<file path="config.mk">
export PLATFORM = sky130hd
export DESIGN_NAME = nfmr_sqrt
export DESIGN_NICKNAME = d
export VERILOG_FILES = /design/src/rtl/core/normal_frame_momentum_rotation_defines.svh /design/src/rtl/core/nfmr_pkg.sv /design/src/rtl/core/nfmr_sqrt.sv
export SDC_FILE = /design/constraint.sdc
export NUM_CORES = 2
export LEC_CHECK = 0
export BUFFER_PORTS_ARGS = -buffer_cell sky130_fd_sc_hd__buf_4
export CORE_UTILIZATION = 46
export CTS_BUF_LIST = sky130_fd_sc_hd__clkbuf_16
export DETAILED_ROUTE_END_ITERATION = 12
export GPL_TIMING_DRIVEN = 0
export SLEW_MARGIN = 15
export SYNTH_ARGS = -nofsm -noshare
export SYNTH_HDL_FRONTEND = slang
export SYNTH_SLANG_ARGS = --single-unit
export TNS_END_PERCENT = 100
</file>
<file path="constraint.sdc">
create_clock -name clk -period 13 [get_ports clk]
set_input_delay 0.65 -clock clk [delete_from_list [all_inputs] [get_ports clk]]
set_output_delay 0.65 -clock clk [all_outputs]
set_load 0.02 [all_outputs]
</file>
<file path="src/rtl/core/normal_frame_momentum_rotation_defines.svh">
// assertion macros for the normal frame momentum rotation block
`ifndef NORMAL_FRAME_MOMENTUM_ROTATION_DEFINES_SVH
`define NORMAL_FRAME_MOMENTUM_ROTATION_DEFINES_SVH

// same-cycle implication, checked on clk outside reset
`define NFMR_ASSERT_NOW(lbl, ante, cons) \
  lbl: assert property (@(posedge clk) disable iff (!rst_n) (ante) |-> (cons)) \
    else $error("nfmr check failed");

// next-cycle implication, checked on clk outside reset
`define NFMR_ASSERT_NEXT(lbl, ante, cons) \
  lbl: assert property (@(posedge clk) disable iff (!rst_n) (ante) |=> (cons)) \
    else $error("nfmr check failed");

`endif

</file>
<file path="src/rtl/core/nfmr_pkg.sv">
// shared types and constants for the normal frame momentum rotation block
`timescale 1ns / 1ps
package nfmr_pkg;

  localparam int CP_W   = 31;  // cos psi, q2.30 magnitude up to 1.0
  localparam int RAD_W  = 61;  // radicand, q1.60 up to 1.0
  localparam int SQ_LAT = 31;  // one root bit per stage
  localparam int DIV_QB = 33;  // quotient bits before saturation
  localparam int DIV_LAT = DIV_QB + 2;
  localparam int CW     = 33;  // coefficient width, q2.30 plus headroom

  localparam logic [1:0] DIMS_THRU0 = 2'd0;  // pass-through code
  localparam logic [1:0] DIMS_THRU1 = 2'd1;  // pass-through code
  localparam logic [1:0] DIMS_2D = 2'd2;
  localparam logic [1:0] DIMS_3D = 2'd3;
  localparam logic       ACT_FWD = 1'b0;
  localparam logic       ACT_INV = 1'b1;

  localparam logic [CP_W-1:0]        COS_EPS = 31'd1074;
  localparam logic signed [31:0]     Q30_ONE = 32'sd1073741824;
  localparam logic signed [CW-1:0]   C_ONE   = 33'sd1073741824;

  typedef struct packed {
    logic              act;
    logic [1:0]        dims;
    logic signed [31:0] nx;
    logic signed [31:0] ny;
    logic signed [31:0] nz;
    logic signed [31:0] mx;
    logic signed [31:0] my;
    logic signed [31:0] mz;
  } side_t;

  // q2.30 product, rounded half up
  function automatic logic signed [CW-1:0] mul_round(input logic signed [63:0] p);
    logic signed [64:0] t;
    begin
      t = 65'(p) + 65'sd536870912;
      t = t >>> 30;
      return t[CW-1:0];
    end
  endfunction

endpackage

</file>
<file path="src/rtl/core/nfmr_sqrt.sv">
// pipelined integer square root, one result bit per stage
`timescale 1ns / 1ps
module nfmr_sqrt (
  input  logic                     clk,
  input  logic                     en,
  input  logic [nfmr_pkg::RAD_W-1:0] rad,
  output logic [nfmr_pkg::CP_W-1:0]  root
);
  import nfmr_pkg::*;

  localparam int SW = RAD_W + 1;

  logic [SW-1:0] rem_r [SQ_LAT];
  logic [SW-1:0] acc_r [SQ_LAT];

  for (genvar s = 0; s < SQ_LAT; s++) begin : g_stage
    localparam int BP = 2 * (SQ_LAT - 1 - s);
    logic [SW-1:0] rem_in;
    logic [SW-1:0] acc_in;
    logic [SW-1:0] trial;

    if (s == 0) begin : g_first
      assign rem_in = SW'(rad);
      assign acc_in = '0;
    end else begin : g_next
      assign rem_in = rem_r[s-1];
      assign acc_in = acc_r[s-1];
    end

    assign trial = acc_in + (SW'(1) << BP);

    always_ff @(posedge clk) begin
      if (en) begin
        if (rem_in >= trial) begin
          rem_r[s] <= rem_in - trial;
          acc_r[s] <= (acc_in >> 1) + (SW'(1) << BP);
        end else begin
          rem_r[s] <= rem_in;
          acc_r[s] <= acc_in >> 1;
        end
      end
    end
  end

  assign root = acc_r[SQ_LAT-1][CP_W-1:0];

endmodule

</file>
==> results_dict.tcl <==
set metrics [dict create \
    clock_skews_ns 0.0967 \
    highest_layer "met5" \
    yosysWarningCount 0 \
    comb_power_share 0.215 \
    buffer_ports.inserted 93 \
    finalMaxSlewViolations 0 \
    grt_pass1_vias 73700 \
    tritoncts_num_sinks 2356 \
    cts_repair_resize_count 0 \
    drt_pass1_iterations 6 \
    number_of_antenna_violations_at_the_first_check_in_global_routing 12 \
    hold_viol 0 \
    post_route_minimum_period_ns 5.55 \
    min-delay-path-class "in -> reg" \
    p_int_w 0.0158 \
    layout.nets 10400 \
    initial_utilization 0.465 \
    place.gp.congestion 0.961 \
    placeableCoreArea_um2 247000 \
    grt_use_total 0.247 \
    critPathArrivalTime_ns 6.21 \
    post-synth-top-area-fraction 0.617 \
    std_cell_rows 182 \
    cts_tree "done" \
    syn2layout_area_growth_pct 13.1 \
    synth.avg_cell_area_um2 12.3 \
    detail_route.iter0.violations 6907 \
    synthesis.area_um2 115000 \
    power_density_nw_per_um2 174 \
    p_leak_nw 48.2 \
    route.vias.total 75700 \
    sort_of_element_at_the_start_of_the_critical_path "register" \
    detailedPlacementHpwl_um 244000 \
    route.final.wire_length_um 313000 \
    wire_per_inst_um 23.5 \
    routed-wl-met3_um 18800 \
    placed_cells 12800 \
    cp_max_fo 10 \
    grt_pass1_wl_um 466000 \
    ant_nets 0 \
    synth-edff-count 2356 \
    synth.ff_latch_count 2356 \
    synth.distinct_cells 96 \
    worstSetupEndpointType "register" \
    setup_viol 0 \
    drive_above_1_share 0.0741 \
    synth_area_leader_cell "edfxtp_1" \
    synth-main-ff-cell "edfxtp_1" \
    timing.setup.critical_path_class "reg -> reg" \
    floorplan.die_area_um2 251000 \
    pwr-share-seq 0.461 \
    power.switching_w 0.00680 \
    met2_wirelength_um 148000 \
    grt_remaining_overflow 0 \
    clock_path_buffers 4 \
    synthCells 9324 \
    slew_headroom 0.0884 \
    top_level_ports 94 \
    timing.final.crit_share 0.427 \
    timing.hold.ws_ns 0.400 \
    die_width_um 501 \
    critical_path_required_ns 13.65 \
    post-route-util 0.526 \
    viasPerCell 5.70 \
    power.total_w 0.0226 \
    sw_frac_of_total 0.301 \
    clk_root_buffer_cell "clkbuf_16" \
    worst_setup_hold_path_clk_slew_ns 0.06 \
    synth_area_leaders "edfxtp_1 (62%), ha_1 (5.7%), xnor2_1 (3.3%)" \
    chipHeight_um 501 \
    detail_route.drc_violations 0 \
    timing.max_cap.violations 0 \
    grt_start_max_net_pins 65 \
    synthArstFlopShare 0 \
    worstSkewPairLatency_ns 0.96 \
    worst_pin_slew_ns 1.35 \
    ctsHtreeMaxLevel 5 \
    vdd_drop_max_v 0.000138 \
    finalNonFillerCells 13300 \
    maxClockFrequency_ghz 0.180 \
    postSynthNetCount 9910 \
    grt_setup_unrepaired "false" \
    ys_top_cells_by_count "edfxtp_1 (2,356), nand2_1 (695), inv_1 (628)" \
    run_status "finished clean" \
    ys_seq_area_frac 0.617 \
    power_frac_clock 0.324 \
    setup_total_negative_slack_ns 0 \
    cts_inserted_buffers 276 \
    post-synth-top-count-cell "edfxtp_1" \
    m1WireLength_um 136000 \
    fillers 21100 \
]
[registers in the layout (all words and copies together), names as in the netlist]
signal  cells
acc_r     496
rem_r    1860
[what timing repair did]
item / in CTS / in global routing
setup buffers: 0 / 0
hold endpoints to repair: 63 / 0
hold buffers: 61 / 0
[stage by stage]
stage / setup WS (ns) / cell area, um2
finish: 7.45 / 130000
global route: 7.23 / 130000
global placement: 2.23 / 120000
floorplan: 8.33 / 115000
detailed placement: 7.68 / 121000
CTS: 7.83 / 130000
[worst max-delay path, stage by stage, from the launching register on]
cell and delay, ns:
edfxtp_1 0.40, ha_1 0.29, clkbuf_1 0.32, nand4_1 0.19
nor3_1 0.65, nand4_1 0.16, nor4_1 1.12, nor3_1 0.12
nor3b_1 0.31, clkbuf_1 0.36, nor4_1 0.95, nand3_1 0.25
xnor2_1 0.21
[per-layer routing]
layer,vias up,track usage
li1,35800,-
met1,37100,0.333
met2,2328,0.404
met3,505,0.0395
met4,2,0.0823
met5,-,0
[logic make-up after synthesis]
| kind of cell | Yosys count | share of synthesized area |
|---|---|---|
| mux | 73 | 0.00705 |
| xor+xnor | 830 | 0.0634 |
| buf+inv | 876 | 0.0300 |
| flops | 2356 | 0.617 |
| fa+ha+maj | 523 | 0.0570 |
| simple gates | 2958 | 0.135 |
| compound gates | 1708 | 0.0910 |
[power by group through the flow]
stage          Combinational, W  Clock [W]  Sequential [W]
3_3_place_gp            0.00469          0          0.0106
6_report                0.00486    0.00733          0.0104
4_1_cts                 0.00481    0.00749          0.0104
2_1_floorplan           0.00343          0          0.0102
3_5_place_dp            0.00475          0          0.0106
5_1_grt                 0.00535    0.00775          0.0105
[final timing paths]
kind | from | endpoint | slack (ns) | cells after the start
min reg2reg | acc_r[0][545] | acc_r[0][606] | 0.41 | 0
max reg2reg | rem_r[1][711] | rem_r[1][801] | 7.45 | 12
min | rad[48] | rem_r[0][48] | 0.40 | 2
max | rem_r[1][711] | rem_r[1][801] | 7.45 | 12
[area by class of cell]
cell class	instances	area, um2	area share
diodes	6	15.0	0.000116
plain buffers	246	1190	0.00921
clock buffers	285	7130	0.0550
clock inverters	180	1370	0.0105
inverters	630	2360	0.0182
multi-input cells	6092	40600	0.313
flip-flops and latches	2356	70700	0.545
well taps	3312	4140	0.0319
repair buffers	191	2190	0.0169
[cell usage in the layout, fill, tap and decap left out, drive strengths merged, types with 36 or more instances in the layout]
cell         count
a211oi          44
a21o           181
a21oi          526
a31oi           47
and3            52
buf            184
clkbuf         477
clkinv          90
dlygate4sd3     61
edfxtp        2356
ha             523
inv            688
mux2            62
nand2          695
nand2b         122
nand3          162
nand4          153
nor2           597
nor2b           79
nor3           267
nor4           341
nor4b           65
o211ai          36
o21a            93
o21ai          505
o21bai          55
or2             48
or3            104
or4             89
xnor2          428
xor2           402
No activity file was read; power rests on OpenSTA's default activity.
